==> src/rtl/bml_pkg.sv <==
// Types, constants and helpers shared by the bump map lighting modules.
package bml_pkg;

  localparam int MAX_WIDTH_DEF  = 1024;
  localparam int MAX_HEIGHT_DEF = 4096;

  localparam int QDEPTH = 4;
  localparam int QCNT_W = 3;

  localparam int WC_W = 14;
  localparam int HC_W = 17;
  localparam int DX_W = 14;
  localparam int DY_W = 17;
  localparam int MIN_DIM = 3;

  localparam int CFG_ADDR_W = 3;
  localparam int CFG_DATA_W = 13;

  localparam logic [CFG_ADDR_W-1:0] REG_FRAME_WIDTH  = 3'd0;
  localparam logic [CFG_ADDR_W-1:0] REG_FRAME_HEIGHT = 3'd1;
  localparam logic [CFG_ADDR_W-1:0] REG_LIGHT_X      = 3'd2;
  localparam logic [CFG_ADDR_W-1:0] REG_LIGHT_Y      = 3'd3;
  localparam logic [CFG_ADDR_W-1:0] REG_BASE_DEPTH   = 3'd4;
  localparam logic [CFG_ADDR_W-1:0] REG_BEAT_DEPTH   = 3'd5;
  localparam logic [CFG_ADDR_W-1:0] REG_BEAT_FRAMES  = 3'd6;
  localparam logic [CFG_ADDR_W-1:0] REG_OPTIONS      = 3'd7;

  localparam int OPT_INVERT = 0;
  localparam int OPT_DOT    = 1;
  localparam int OPT_BEAT   = 2;

  localparam logic [1:0] BLEND_ADD  = 2'd1;
  localparam logic [1:0] BLEND_MEAN = 2'd2;

  localparam logic [10:0] FRAME_WIDTH_RST  = 11'd640;
  localparam logic [12:0] FRAME_HEIGHT_RST = 13'd480;
  localparam logic [9:0]  LIGHT_X_RST      = 10'd320;
  localparam logic [11:0] LIGHT_Y_RST      = 12'd240;
  localparam logic [6:0]  BASE_DEPTH_RST   = 7'd30;
  localparam logic [6:0]  BEAT_DEPTH_RST   = 7'd100;
  localparam logic [6:0]  BEAT_FRAMES_RST  = 7'd15;
  localparam logic [4:0]  OPTIONS_RST      = 5'd0;

  localparam logic [6:0]  DEPTH_MAX   = 7'd127;
  localparam logic [7:0]  CH_CLAMP    = 8'd254;
  localparam logic [7:0]  CH_MAX      = 8'd255;
  localparam int          SLOPE_MAX   = 127;
  localparam logic [12:0] RECIP_100   = 13'd5243;
  localparam int          SCALE_SHIFT = 11;
  localparam int          LIGHT_SHIFT = 8 + 6;
  localparam logic [23:0] WHITE       = 24'hFFFFFF;

  typedef struct packed {
    logic [10:0] frame_width;
    logic [12:0] frame_height;
    logic [9:0]  light_x;
    logic [11:0] light_y;
    logic [6:0]  base_depth;
    logic [6:0]  beat_depth;
    logic [6:0]  beat_frames;
    logic [4:0]  options;
  } bml_cfg_t;

  typedef struct packed {
    logic [23:0]            center;
    logic [7:0]             h_l;
    logic [7:0]             h_r;
    logic [7:0]             h_u;
    logic [7:0]             h_d;
    logic signed [DX_W-1:0] dx;
    logic signed [DY_W-1:0] dy;
    logic [6:0]             depth;
    logic                   flat;
    logic                   dark1;
    logic                   two;
    logic                   dark2;
    logic                   last2;
  } bml_item_t;

  function automatic logic [7:0] max_channel(input logic [23:0] c);
    logic [7:0] m;
    m = (c[7:0] > c[15:8]) ? c[7:0] : c[15:8];
    return (m > c[23:16]) ? m : c[23:16];
  endfunction

endpackage

==> src/rtl/bml_back.sv <==
// Back end: slope terms, brightness, clamp, blend and the two-slot output stage.
module bml_back (
  input  logic               clk,
  input  logic               rst_n,
  input  bml_pkg::bml_cfg_t  cfg,
  input  logic               q_valid,
  input  bml_pkg::bml_item_t q_item,
  output logic               pop,
  output logic               out_tvalid,
  input  logic               out_tready,
  output logic [23:0]        out_tdata,
  output logic               out_tlast
);

  typedef struct packed {
    logic [23:0] center;
    logic        flat;
    logic        dark1;
    logic        two;
    logic        dark2;
    logic        last2;
  } bml_tail_t;

  localparam int C1W = bml_pkg::DX_W + 1;
  localparam int C2W = bml_pkg::DY_W + 1;

  logic       s1_valid_r, s2_valid_r, s3_valid_r;
  bml_tail_t  s1_tail_r, s2_tail_r, s3_tail_r;
  logic [6:0] s1_c1_r, s1_c2_r;
  logic       s1_pos_r, s2_pos_r;
  logic [8:0] s1_scl_r, s2_scl_r;
  logic [13:0] s2_prod_r;
  logic [8:0] s3_lum_r;

  logic       o_valid_r, o_last_r, o2_valid_r, o2_last_r;
  logic [23:0] o_color_r, o2_color_r;
  logic       advance;

  logic [7:0] hl, hr, hu, hd;
  logic signed [C1W-1:0] t1, a1;
  logic signed [C2W-1:0] t2, a2;
  logic [19:0] scl_full;
  logic [22:0] lum_full;
  logic [23:0] lit, res;
  logic [9:0]  ch_lit;
  logic [8:0]  ch_add;
  logic [7:0]  s_ch, l_ch;

  assign advance = !o_valid_r || (out_tready && !o2_valid_r);
  assign pop     = advance && q_valid;

  always_comb begin
    hl = cfg.options[bml_pkg::OPT_INVERT] ? ~q_item.h_l : q_item.h_l;
    hr = cfg.options[bml_pkg::OPT_INVERT] ? ~q_item.h_r : q_item.h_r;
    hu = cfg.options[bml_pkg::OPT_INVERT] ? ~q_item.h_u : q_item.h_u;
    hd = cfg.options[bml_pkg::OPT_INVERT] ? ~q_item.h_d : q_item.h_d;
    t1 = $signed(C1W'(hr)) - $signed(C1W'(hl)) - C1W'(q_item.dx);
    t2 = $signed(C2W'(hd)) - $signed(C2W'(hu)) - C2W'(q_item.dy);
    a1 = (t1 < 0) ? -t1 : t1;
    a2 = (t2 < 0) ? -t2 : t2;
    scl_full = 20'(q_item.depth) * 20'(bml_pkg::RECIP_100);
  end

  always_ff @(posedge clk) begin
    if (!rst_n) begin
      s1_valid_r <= 1'b0;
      s2_valid_r <= 1'b0;
      s3_valid_r <= 1'b0;
    end else if (advance) begin
      s1_valid_r <= q_valid;
      s2_valid_r <= s1_valid_r;
      s3_valid_r <= s2_valid_r;
    end
  end

  always_ff @(posedge clk) begin
    if (advance) begin
      s1_tail_r <= '{center: q_item.center, flat: q_item.flat, dark1: q_item.dark1,
                     two: q_item.two, dark2: q_item.dark2, last2: q_item.last2};
      s1_pos_r  <= (a1 < C1W'(bml_pkg::SLOPE_MAX)) && (a2 < C2W'(bml_pkg::SLOPE_MAX));
      s1_c1_r   <= 7'(C1W'(bml_pkg::SLOPE_MAX) - a1);
      s1_c2_r   <= 7'(C2W'(bml_pkg::SLOPE_MAX) - a2);
      s1_scl_r  <= 9'(scl_full >> bml_pkg::SCALE_SHIFT);
      s2_tail_r <= s1_tail_r;
      s2_pos_r  <= s1_pos_r;
      s2_scl_r  <= s1_scl_r;
      s2_prod_r <= 14'(s1_c1_r) * 14'(s1_c2_r);
      s3_tail_r <= s2_tail_r;
      s3_lum_r  <= s2_pos_r ? 9'(lum_full >> bml_pkg::LIGHT_SHIFT) : 9'd0;
    end
  end

  assign lum_full = 23'(s2_prod_r) * 23'(s2_scl_r);

  always_comb begin
    lit = '0;
    res = '0;
    for (int c = 0; c < 3; c++) begin
      s_ch   = s3_tail_r.center[8*c +: 8];
      ch_lit = 10'(s_ch) + 10'(s3_lum_r);
      l_ch   = (ch_lit > 10'(bml_pkg::CH_CLAMP)) ? bml_pkg::CH_CLAMP : ch_lit[7:0];
      lit[8*c +: 8] = l_ch;
      ch_add = 9'(s_ch) + 9'(l_ch);
      case (cfg.options[4:3])
        bml_pkg::BLEND_ADD:  res[8*c +: 8] = ch_add[8] ? bml_pkg::CH_MAX : ch_add[7:0];
        bml_pkg::BLEND_MEAN: res[8*c +: 8] = (s_ch >> 1) + (l_ch >> 1);
        default:             res[8*c +: 8] = l_ch;
      endcase
    end
    if (s3_tail_r.flat) begin
      res = s3_tail_r.dark1 ? bml_pkg::WHITE : '0;
    end
  end

  always_ff @(posedge clk) begin
    if (!rst_n) begin
      o_valid_r  <= 1'b0;
      o2_valid_r <= 1'b0;
    end else if (advance && s3_valid_r) begin
      o_valid_r  <= 1'b1;
      o2_valid_r <= s3_tail_r.two;
    end else if (out_tready && o_valid_r) begin
      o_valid_r  <= o2_valid_r;
      o2_valid_r <= 1'b0;
    end
  end

  always_ff @(posedge clk) begin
    if (advance && s3_valid_r) begin
      o_color_r  <= res;
      o_last_r   <= 1'b0;
      o2_color_r <= s3_tail_r.dark2 ? bml_pkg::WHITE : '0;
      o2_last_r  <= s3_tail_r.last2;
    end else if (out_tready && o_valid_r && o2_valid_r) begin
      o_color_r <= o2_color_r;
      o_last_r  <= o2_last_r;
    end
  end

  assign out_tvalid = o_valid_r;
  assign out_tdata  = o_color_r;
  assign out_tlast  = o_last_r;

endmodule

==> config.mk <==
export PLATFORM = sky130hd
export DESIGN_NAME = bml_back
export DESIGN_NICKNAME = d
export VERILOG_FILES = /design/src/rtl/bml_pkg.sv /design/src/rtl/bml_back.sv
export SDC_FILE = /design/constraint.sdc
export NUM_CORES = 1
export LEC_CHECK = 0
export BUFFER_PORTS_ARGS = -buffer_cell sky130_fd_sc_hd__buf_2
export CORE_MARGIN = 5
export CORE_UTILIZATION = 40
export DETAILED_ROUTE_END_ITERATION = 8
export SLEW_MARGIN = 30
export SYNTH_ARGS = -nofsm -noshare
export SYNTH_HDL_FRONTEND = slang
export SYNTH_SLANG_ARGS = --single-unit
export TNS_END_PERCENT = 50
==> constraint.sdc <==
create_clock -name clk -period 23.9 [get_ports clk]
set_input_delay 3.585 -clock clk [delete_from_list [all_inputs] [get_ports clk]]
set_output_delay 3.585 -clock clk [all_outputs]
set_load 0.05 [all_outputs]
# After elaboration in Yosys (flattened, before gate mapping)
# Cells that the tools add are included.
[word_totals] ff_bits=199 elab_cells=103 in_bits=175 output_inout_bits=27
[classes] n_addsub=17 n_lt_le_gt_ge=7 mux=24 n_eq_ne=2 reduce_logical=11 mul=3 n_bitwise=4
[ops] operator="two-way mux 24 bit" count=5
[ops] operator="two-way mux 8 bit" count=10
[ops] operator="one-hot mux 8 bit (2 select lines)" count=3
[ops] operator="NOT 8 bit" count=4
[ops] operator="adder 8 x 9 -> 10 bit" count=3
[ops] operator="> comparator 10 x 8 -> 1 bit (second input constant)" count=3
[ops] operator="adder 8 x 8 -> 9 bit" count=3
[ops] operator="adder 7 x 7 -> 8 bit" count=3
[ops] operator="multiplier 14 x 9 -> 23 bit" count=1
[ops] operator="multiplier 7 x 13 -> 20 bit (second input constant)" count=1
[ops] operator="less-than comparator 18 x 1 -> 1 bit (second input constant)" count=1
[ops] operator="less-than comparator 18 x 8 -> 1 bit (second input constant)" count=1
[ops] operator="two-way mux 18 bit" count=1
[ops] operator="negation 18 bit" count=1
[ops] operator="subtractor 8 x 8 -> 9 bit" count=2
[ops] operator="subtractor 9 x 17 -> 18 bit" count=1
[ops] operator="less-than comparator 15 x 1 -> 1 bit (second input constant)" count=1
[ops] operator="less-than comparator 15 x 8 -> 1 bit (second input constant)" count=1
[ops] operator="two-way mux 15 bit" count=1
[ops] operator="negation 15 bit" count=1
[ops] operator="subtractor 9 x 14 -> 15 bit" count=1
[ops] operator="multiplier 7 x 7 -> 14 bit" count=1
[ops] operator="subtractor 1 x 7 -> 7 bit (first input constant)" count=2
[ops] operator="logical AND 1 bit" count=6
[ops] operator="other kinds (6)" count=11

# Depth between registers and ports, before layout
# Gate-level depths: netlist of the first run.
[depth] depth_word=8 mapped_depth=26 ltp_nobuf=22

# Worst setup path after synthesis of the first run
# Ideal clock, no wire load.
[synth_timing] kind="input port to output port" start="in out_tready" end="out pop" arrival_ns=11.185 path_stages=3 path_slack_ns=9.130 t_required_ns=20.315 cell_sequence="inv_1 o21ai_1 and2_1"
[synth_between] elab_chain_len=3
[synth_lines] item="start, declared" line_no="bml_back.sv:10" source="input logic out_tready,"
[synth_lines] item="logical AND 1 bit" line_no="bml_back.sv:49" source="assign advance = !o_valid_r || (out_tready && !o2_valid_r);"
[synth_lines] item="logical OR 1 bit" line_no="bml_back.sv:49"
[synth_lines] item="logical AND 1 bit" line_no="bml_back.sv:50" source="assign pop = advance && q_valid;"
[synth_lines] item="end, declared" line_no="bml_back.sv:8" source="output logic pop,"
# No other way between the ends.

# Worst setup path in the final report of the first run
[layout_timing] start="in cfg[0] (netlist name)" end="reg s1_pos_r (data pin)"
[layout_between] elab_chain_len=7 word_cells_on_any_way=17 classes_between="add/sub (6); order compare (4); mux (6); reduce/logical (1)"
[layout_lines] item="start, declared" line_no="bml_back.sv:5" source="input bml_pkg::bml_cfg_t cfg,"
[layout_lines] item="two-way mux 8 bit (on tied branches)"
[layout_lines] item="subtractor 8 x 8 -> 9 bit (on tied branches)" line_no="bml_back.sv:58, bml_back.sv:57"
[layout_lines] item="subtractor 9 x 17 -> 18 bit / subtractor 9 x 14 -> 15 bit (equally long branches)" line_no="bml_back.sv:58, bml_back.sv:57"
[layout_lines] item="negation 18 bit (tied with other cells)" line_no="bml_back.sv:60" source="a2 = (t2 < 0) ? -t2 : t2;"
[layout_lines] item="two-way mux 18 bit / two-way mux 15 bit (equally long branches)" line_no="bml_back.sv:60, bml_back.sv:59"
[layout_lines] item="less-than comparator 18 x 8 -> 1 bit / less-than comparator 15 x 8 -> 1 bit (equally long branches)" line_no="bml_back.sv:80" source="s1_pos_r <= (a1 < C1W'(bml_pkg::SLOPE_MAX)) && (a2 < C2W'(bml_pkg::SLOPE_MAX));"
[layout_lines] item="logical AND 1 bit (*)" line_no="bml_back.sv:80"
[layout_lines] item="end signal, assigned" line_no="bml_back.sv:80"
[layout_lines] item="end, declared" line_no="bml_back.sv:30" source="logic s1_pos_r, s2_pos_r;"
# Every way passes the cells marked *; elsewhere a longest branch is shown, timed or not.
# A chain may end at the register's enable or synchronous reset.

==> reports/metrics.cfg, run 1 <==
[run_status]
outcome = finished, final reports clean

[min_path]
min_to = s3_tail_r[12]$_DFFE_PN_
hold_start = s2_tail_r[12]$_DFFE_PN_
hold_class = register to register
min_path_cells = 0

[setup_path]
crit_path_max_fanout = 32
slowest_delay_ns = 0.64
critPathRequiredTime_ns = 24.19
cp-end-kind = register
path_class = input pin to register
reg2reg_depth = 21
cp.arrival_ns = 10.01
crit_path_frequent_cell = a21oi_1
slowest_stage = a21oi_1
startpoint_type = input pin
r2r_start = s3_lum_r[0]$_SDFFCE_PN0N_
r2r_slack_ns = 17.89
rr_endpoint = out_tdata[10]$_DFFE_PP_
worstPathCellList = buf_2 > xor2_1 > ha_1 > inv_1 > fa_1 > a21o_1 > a21oi_1 > o21bai_1 > a21oi_1 > o21bai_1 > a21oi_1 > ha_1 > a21oi_1 > a31oi_1 > a311o_1 > a211oi_2 > o2111ai_1 > o31a_1 > o31ai_1 > nand3_1 > or4_1 > a22oi_2

[synth]
yosysTopAreaCellShare = 0.278
synth_cells = 1874
syn_nets = 2404
yosys_warnings = 0
synth_cell_type_count = 88
yosys.area.top_type = edfxtp_1
ys.flop_type = edfxtp_1
syn_avg_cell_area_sq_um = 9.81
synth_area_leaders = edfxtp_1, fa_1, ha_1
synthesis.area_sq_mm = 0.0184
async_reset_ff_frac = 0
synth-seq-cells = 176
synth-seq-area-share = 0.284
synth-edff-count = 170

[detailed_routing]
first_pass_iters = 5
viasPerCell = 5.22
post-route-drc-count = 0
drt-initial-drc-count = 694
vias = 13500
drtAntennaViolNets = 0
wl_per_cell_um = 14.8
drt_wl_total_um = 38300

[die]
core_area_sq_mm = 0.0454
dieArea_sq_mm = 0.0504
start_util = 0.405
rows = 78
num_io_pins = 202
die_h_um = 224
die_w_um = 224

[clock_network]
post_cts_buffers = 0
clkSlewWorstSetupHoldPaths_ns = 0.07
cts_buffer_depth = 2
holdBufCountCts = 0
cts-root-buf = clkbuf_16
numCtsBuffers = 17
clkLatencyLatePin_ns = 0.44
cts_resized = 0
cts.sinks = 176
htree_levels = 4
cts_tree = done

[placement]
post-place-ws_ns = 13.69
gp_congestion = 0.859
io_buffer_count = 132
dp.final_hpwl_um = 31100

[grt]
grt_pass1_vias = 13600
top_usage_layer = met2
grt_antenna_before_repair = 0
use_met1 = 0.194
use_met3 = 0.0198
grt_pass1_wl_um = 65100
grt_max_degree = 84
grt_use_met2 = 0.281
grt-ovfl-total = 0
track_usage = 0.154

[cells_and_area]
nets = 2505
area_delta_synth_final_pct = 10.3
num_antenna_cells = 0
drive_gt1_frac = 0.110

[timing]
tns_ns = 0
fmax_ghz = 0.103
finalHoldViolations = 0
drv_slew = 0
slew_headroom = 0.443
clock_skew_ns = 0.00940
finalSetupViolCount = 0
tightestPinTransition_ns = 0.836
grt_setup_unrepaired = false
min_period_ns = 9.72
timing.final.crit_share = 0.407
setup_ws_ns = 14.18

[flow_run]
maxCapViolCount = 0

## worst max path at each step
stage          startpoint                 end  slack [ns]  cells past startpoint
6_report           cfg[0]  s1_pos_r$_DFFE_PN_       14.18                     22
5_1_grt            cfg[0]  s1_pos_r$_DFFE_PN_       13.66                     22
4_1_cts            cfg[0]  s1_pos_r$_DFFE_PN_       14.16                     22
3_5_place_dp       cfg[0]  s1_pos_r$_DFFE_PN_       13.69                     22
3_3_place_gp       cfg[0]  s1_pos_r$_DFFE_PN_       13.88                     22
2_1_floorplan  out_tready                 pop        9.13                      3
## final cells by class
class,instances,area (sq um)
multi-input cells,1411,12100
fillers,4348,25100
repair buffers,140,724
clock inverters,14,186
inverters,229,860
well taps,600,751
flip-flops and latches,176,5230
clock buffers,18,439
## stage by stage
step / area [sq um] / cells / hold slack, ns / util
5_1_grt: 20300 / 2588 / 0.420 / 0.447
3_3_place_gp: 19600 / 2556 / 0.404 / 0.433
6_report: 20300 / 2588 / 0.414 / 0.447
3_5_place_dp: 19700 / 2556 / 0.405 / 0.433
4_1_cts: 20300 / 2588 / 0.410 / 0.447
2_1_floorplan: 18400 / 1874 / 0.400 / -
## synth_stat cells, types with 11 or more instances
| cell type | number |
|---|---|
| o21ai_0 | 61 |
| nor3_1 | 30 |
| o21a_1 | 20 |
| ha_1 | 217 |
| fa_1 | 138 |
| a31oi_1 | 23 |
| nor2b_1 | 24 |
| inv_1 | 229 |
| or2_2 | 11 |
| a21o_1 | 38 |
| a21oi_1 | 113 |
| xor2_1 | 71 |
| nand2_1 | 174 |
| mux2i_1 | 15 |
| a211oi_1 | 15 |
| and2_1 | 75 |
| nand2b_1 | 15 |
| o21bai_1 | 19 |
| nand3_1 | 28 |
| xnor2_1 | 76 |
| edfxtp_1 | 170 |
| nor2_1 | 78 |
| and3_1 | 14 |
| clkbuf_1 | 53 |
## cell families (layout without fill, tap and decap cells)
kind of cell	count (synthesis)	after routing	synth area share
adder cells (fa/ha/maj)	355	355	0.298
flip-flops	176	176	0.284
buffers and inverters	287	401	0.0591
XOR/XNOR	147	147	0.0700
multiplexers	19	19	0.0106
AND/OR/NAND/NOR	506	506	0.138
AO/OA/AOI/OAI	384	384	0.141
## sequential cells by signal (all words and copies together) (netlist names), 7 cells and up
| register | cells |
|---|---|
| s2_prod_r | 14 |
| s3_lum_r | 9 |
| s1_c1_r | 7 |
| s1_c2_r | 7 |
| s3_tail_r | 29 |
| s1_tail_r | 29 |
| out_tdata | 24 |
| s1_scl_r | 9 |
| s2_scl_r | 9 |
| s2_tail_r | 29 |
## worst max-delay path: cells and delay by family
family          cells  cell delay [ns]
xor+xnor            1             0.21
compound gates     14             3.76
buf+inv             2             0.69
simple gates        2             0.70
fa+ha+maj           3             1.02
## metal layers
| metal | wire length (um) | vias up |
|---|---|---|
| li1 | - | 6712 |
| met1 | 17000 | 6527 |
| met2 | 19500 | 225 |
| met3 | 1140 | 42 |
| met4 | 642 | 0 |
| met5 | 0 | - |
## placed cells by master, fill, tap and decap left out, types with 8 or more instances in the layout
cell	Yosys	routed
inv_1	229	229
ha_1	217	217
nand2_1	174	174
edfxtp_1	170	170
fa_1	138	138
buf_2	0	132
a21oi_1	113	112
nor2_1	78	78
xnor2_1	76	76
and2_1	75	75
xor2_1	71	71
o21ai_0	61	61
a21o_1	38	38
nor3_1	30	30
nand3_1	28	28
nor2b_1	24	24
a31oi_1	23	23
o21a_1	20	20
o21bai_1	19	19
clkbuf_16	0	17
a211oi_1	15	15
mux2i_1	15	15
nand2b_1	15	15
and3_1	14	14
or2_2	11	11
or3_1	10	10
nand4_1	10	10
a221oi_1	8	8
Power of run 1 is not shown: default switching activity piles up to over one toggle a cycle in this logic, so the estimate is an artifact.
==> inputs of run 2 (changes only) <==
==> constraint.sdc (replaced) <==
create_clock -name clk -period 9.07 [get_ports clk]
set_input_delay 1.3605 -clock clk [delete_from_list [all_inputs] [get_ports clk]]
set_output_delay 1.3605 -clock clk [all_outputs]
set_load 0.05 [all_outputs]
==> run 2 against run 1 <==
  * Cell area about the same
  * Setup slack worse by 12 ns
  * Via count down 0.47%
  * Global-route usage shrank 0.13 points
  * Register-to-register slack got worse by 15 ns
  * Largest cell class unchanged
  * Worst hold slack improved by 0.00077 ns
  * Clock skew is 0.0031 ns higher
  * Non-clock buffer count down 1
  * Flip-flop and latch count unchanged
  * First-iteration DRC count is 18% lower
==> reports/metrics.cfg, run 2 (same netlist as run 1, synthesis figures left out) <==
[timing]
grt_setup_unrepaired = false
slew_headroom = 0.398  ; -0.0452
drv_slew = 0  ; unchanged
finalSetupViolCount = 0  ; unchanged
min_period_ns = 7.28
setup_ws_ns = 1.79  ; -12.40 ns
tightestPinTransition_ns = 0.903  ; +0.0678 ns
fmax_ghz = 0.137
clock_skew_ns = 0.0125  ; +0.00305 ns
finalHoldViolations = 0  ; unchanged
tns_ns = 0  ; unchanged
timing.final.crit_share = 0.803

[die]
rows = 78  ; unchanged
core_area_sq_mm = 0.0454  ; unchanged
die_w_um = 224  ; unchanged
start_util = 0.405  ; unchanged
dieArea_sq_mm = 0.0504  ; unchanged
die_h_um = 224  ; unchanged
num_io_pins = 202  ; unchanged

[setup_path]
path_delay_family = compound AO/OA/AOI/OAI gates
cp-end-kind = register
crit_path_frequent_cell = a21oi_1
r2r_start = s3_lum_r[0]$_SDFFCE_PN0N_
reg2reg_depth = 21  ; unchanged
crit_path_max_fanout = 18  ; -44%
crit_buf_inv = 2  ; unchanged
r2r_slack_ns = 2.97  ; -14.92 ns
rr_endpoint = out_tdata[10]$_DFFE_PP_
worstPathCellList = buf_2 > buf_4 > xor2_1 > fa_1 > a21o_1 > a21oi_1 > o21bai_1 > a21oi_1 > o21bai_1 > a21oi_1 > ha_1 > a21oi_1 > a31oi_1 > xor2_1 > nor4_1 > o2111ai_1 > o31a_1 > o31ai_1 > nand3_1 > or4_1 > a22oi_2
startpoint_type = input pin
critPathRequiredTime_ns = 9.37  ; -14.82 ns
cp.arrival_ns = 7.59  ; -2.42 ns
path_class = input pin to register
slowest_stage = a21oi_1
slowest_delay_ns = 0.67  ; +0.03 ns

[detailed_routing]
viasPerCell = 5.19  ; -0.47%
wl_per_cell_um = 14.6  ; -1.1%
drt_wl_total_um = 37900  ; -1.1%
drtAntennaViolNets = 0  ; unchanged
first_pass_iters = 5  ; unchanged
drt-initial-drc-count = 570  ; -18%
vias = 13400  ; -0.47%
post-route-drc-count = 0  ; unchanged

[run_status]
outcome = finished, final reports clean

[clock_network]
cts-root-buf = clkbuf_16
cts.sinks = 176  ; unchanged
cts_buffer_depth = 2  ; unchanged
holdBufCountCts = 0  ; unchanged
cts_resized = 0  ; unchanged
numCtsBuffers = 17  ; unchanged
post_cts_buffers = 0  ; unchanged
clkLatencyLatePin_ns = 0.46  ; +0.02 ns
clkSlewWorstSetupHoldPaths_ns = 0.08  ; about the same
cts_tree = done
htree_levels = 4  ; unchanged

[cells_and_area]
reg_top3 = s1_tail_r x29, s2_tail_r x29, s3_tail_r x29
layout_common_cells = inv_1, ha_1, nand2_1
area_delta_synth_final_pct = 10.2  ; about the same
drive_gt1_frac = 0.109  ; -0.000951
layout_commonest_cell = inv_1
nets = 2504  ; -0.040%

[placement]
post-place-ws_ns = 1.30  ; -12.40 ns
dp.final_hpwl_um = 30600  ; -1.6%
io_buffer_count = 132  ; unchanged
gp_congestion = 0.866  ; +0.74%

[min_path]
hold_class = register to register
min_path_cells = 0  ; unchanged
hold_start = s2_tail_r[27]$_DFFE_PN_
min_to = s3_tail_r[27]$_DFFE_PN_

[grt]
grt_max_degree = 76  ; -9.5%
grt_pass1_vias = 13700  ; +1.3%
grt-ovfl-total = 0  ; unchanged
track_usage = 0.153  ; -0.00128
grt_antenna_before_repair = 1  ; +1
grt_pass1_wl_um = 64800  ; -0.35%

[flow_run]
maxCapViolCount = 0  ; unchanged

## run 2: how the worst max path moves through the flow
stage | startpoint | to | cells after the start
after floorplan | out_tready | pop | 3
after global placement | cfg[0] | s1_pos_r$_DFFE_PN_ | 21
after detailed placement | cfg[0] | s1_pos_r$_DFFE_PN_ | 21
after CTS | cfg[0] | s1_pos_r$_DFFE_PN_ | 21
after global routing | cfg[0] | s1_pos_r$_DFFE_PN_ | 21
final | cfg[0] | s1_pos_r$_DFFE_PN_ | 21
## run 2: cell type report
type	count	area, sq um
Fill cell	4373	25100
Multi-Input combinational cell	1411	12100
Sequential cell	176	5230
Inverter	229	860
Tap cell	600	751
Timing Repair Buffer	139	711
Clock buffer	17	425
Clock inverter	15	201
Antenna cell	1	2.50
## run 2: per-layer routing
| metal | track usage | up-vias | part of all wire |
|---|---|---|---|
| met3 | 0.0204 | 54 | 0.031 |
| met4 | 0.0483 | 0 | 0.021 |
| met5 | 0 | - | 0 |
| met2 | 0.277 | 232 | 0.51 |
| li1 | - | 6702 | - |
| met1 | 0.189 | 6455 | 0.44 |
## run 2: per-stage QoR
step           std cells  hold slack, ns  instance area, sq um   util
6_report            2588           0.415                 20300  0.447
3_3_place_gp        2554           0.403                 19600  0.433
4_1_cts             2586           0.417                 20300  0.446
2_1_floorplan       1874           0.400                 18400      -
5_1_grt             2588           0.418                 20300  0.447
3_5_place_dp        2554           0.405                 19600  0.433
Power of run 2 is left out for the same reason.
==> inputs of run 3 (changes only) <==
==> constraint.sdc (replaced) <==
create_clock -name clk -period 7.4 [get_ports clk]
set_input_delay 1.11 -clock clk [delete_from_list [all_inputs] [get_ports clk]]
set_output_delay 1.11 -clock clk [all_outputs]
set_load 0.05 [all_outputs]
==> run 3 against run 2 <==
  * Flip-flop and latch count unchanged
  * Global-route usage down 0.14 points
  * Count of clock-buffer cells in the layout stayed put
  * Critical path type unchanged
  * Critical endpoint unchanged
  * Largest cell class unchanged
==> reports/metrics.cfg, run 3 (same netlist as run 1, synthesis figures left out) <==
[cells_and_area]
layout_common_cells = inv_1, ha_1, nand2_1
layout_commonest_cell = inv_1
utilization = 0.448  ; +0.00121
multi_input_area_sq_mm = 0.0121  ; unchanged
fin_area_sq_mm = 0.0203  ; +0.27%
drive_gt1_frac = 0.111  ; +0.00134
fillers = 4331  ; -0.96%
nets = 2507  ; +0.12%
regArea_sq_mm = 0.00523  ; unchanged
reg_top3 = s1_tail_r x29, s2_tail_r x29, s3_tail_r x29
area_delta_synth_final_pct = 10.5

[setup_path]
critPathRequiredTime_ns = 7.71  ; -1.66 ns
cp-end-kind = register
startpoint_type = input pin
crit_path_max_fanout = 18  ; unchanged
startpoint = cfg[0]
reg2reg_depth = 21  ; unchanged
cp.arrival_ns = 6.73  ; -0.86 ns
r2r_start = s3_lum_r[0]$_SDFFCE_PN0N_
path_class = input pin to register

[run_status]
outcome = finished, final reports clean

[grt]
track_usage = 0.152  ; -0.00135
grt_pass1_vias = 13500  ; -2.0%
grt-ovfl-total = 0  ; unchanged
grt_max_degree = 66  ; -13%
grt_antenna_before_repair = 1  ; unchanged
grt_pass1_wl_um = 64400  ; -0.67%

[flow_run]
maxCapViolCount = 0  ; unchanged

[clock_network]
holdBufCountCts = 0  ; unchanged
cts-root-buf = clkbuf_16
cts_resized = 0  ; unchanged
clkLatencyLatePin_ns = 0.46  ; about the same
post_cts_buffers = 0  ; unchanged
htree_levels = 4  ; unchanged
clkSlewWorstSetupHoldPaths_ns = 0.09  ; about the same
numCtsBuffers = 17  ; unchanged
cts.sinks = 176  ; unchanged
cts_buffer_depth = 2  ; unchanged
cts_tree = done

[detailed_routing]
vias = 13500  ; +0.17%
drt_wl_total_um = 37800  ; -0.23%
drt-initial-drc-count = 693  ; +22%
viasPerCell = 5.20  ; about the same
first_pass_iters = 5  ; unchanged
wl_per_cell_um = 14.6  ; -0.35%
post-route-drc-count = 0  ; unchanged
drtAntennaViolNets = 0  ; unchanged

[placement]
dp.final_hpwl_um = 30600  ; -0.16%
gp_congestion = 0.860  ; -0.68%
io_buffer_count = 132  ; unchanged
post_dp_cell_area_sq_mm = 0.0197  ; +0.11%

[die]
core_area_sq_mm = 0.0454  ; unchanged
rows = 78  ; unchanged
start_util = 0.405  ; unchanged
dieArea_sq_mm = 0.0504  ; unchanged
num_io_pins = 202  ; unchanged
die_w_um = 224  ; unchanged
die_h_um = 224  ; unchanged

[timing]
drv_slew = 0  ; unchanged
timing.final.crit_share = 0.868
min_period_ns = 6.43
grt_setup_unrepaired = false
fmax_ghz = 0.156
finalHoldViolations = 0  ; unchanged
tns_ns = 0  ; unchanged
finalSetupViolCount = 0  ; unchanged
slew_headroom = 0.421  ; +0.0233
clock_skew_ns = 0.0133  ; +0.000879 ns
tightestPinTransition_ns = 0.864  ; -0.0390 ns

[min_path]
hold_start = s2_tail_r[26]$_DFFE_PN_
min_path_cells = 0  ; unchanged
hold_class = register to register

[run 3: cell count changes in the layout (fill, tap and decap cells not counted), sizes merged]
cell | before | now
clkinv | 7 | 5
inv | 237 | 239
buf | 139 | 142
[run 3: worst paths after layout]
kind | to | slack (ns)
hold reg to reg | s3_tail_r[26]$_DFFE_PN_ | 0.42
hold / removal | s3_tail_r[26]$_DFFE_PN_ | 0.42
setup / recovery | s1_pos_r$_DFFE_PN_ | 0.97
setup reg to reg | out_tdata[10]$_DFFE_PP_ | 1.31
[run 3: routing by layer]
layer	vias up	GRT usage	share of wire
li1	6729	-	-
met1	6480	0.192	0.44
met2	208	0.270	0.51
met3	49	0.0185	0.028
met4	0	0.0479	0.020
met5	-	0	0
[run 3: cell type report]
class | instances | area share
diodes | 1 | 0.000123
multi-input cells | 1411 | 0.595
clock inverters | 15 | 0.0104
clock buffers | 17 | 0.0209
inverters | 229 | 0.0423
repair buffers | 142 | 0.0372
flip-flops and latches | 176 | 0.257
well taps | 600 | 0.0369
[run 3: worst max-delay path: stages]
cell and delay (ns):
buf_2 0.33, buf_4 0.36, xor2_1 0.20, ha_1 0.29, a21o_1 0.19, a21oi_1 0.22
o21bai_1 0.10, a21oi_1 0.22, o21bai_1 0.09, a21oi_1 0.14, buf_4 0.19, ha_1 0.33
a21oi_1 0.30, a31oi_1 0.19, xor2_1 0.22, nor4_1 0.47, o2111ai_1 0.33, o31a_1 0.31
o31ai_1 0.22, nand3_1 0.13, or4_1 0.61, a22oi_2 0.18
[run 3: stage by stage]
stage	cells	hold slack [ns]	setup WS, ns
4_1_cts	2589	0.416	0.955
6_report	2591	0.418	0.973
5_1_grt	2591	0.420	0.484
3_5_place_dp	2557	0.405	0.474
2_1_floorplan	1874	0.400	0.510
3_3_place_gp	2557	0.402	0.628
Power of run 3 is left out for the same reason.
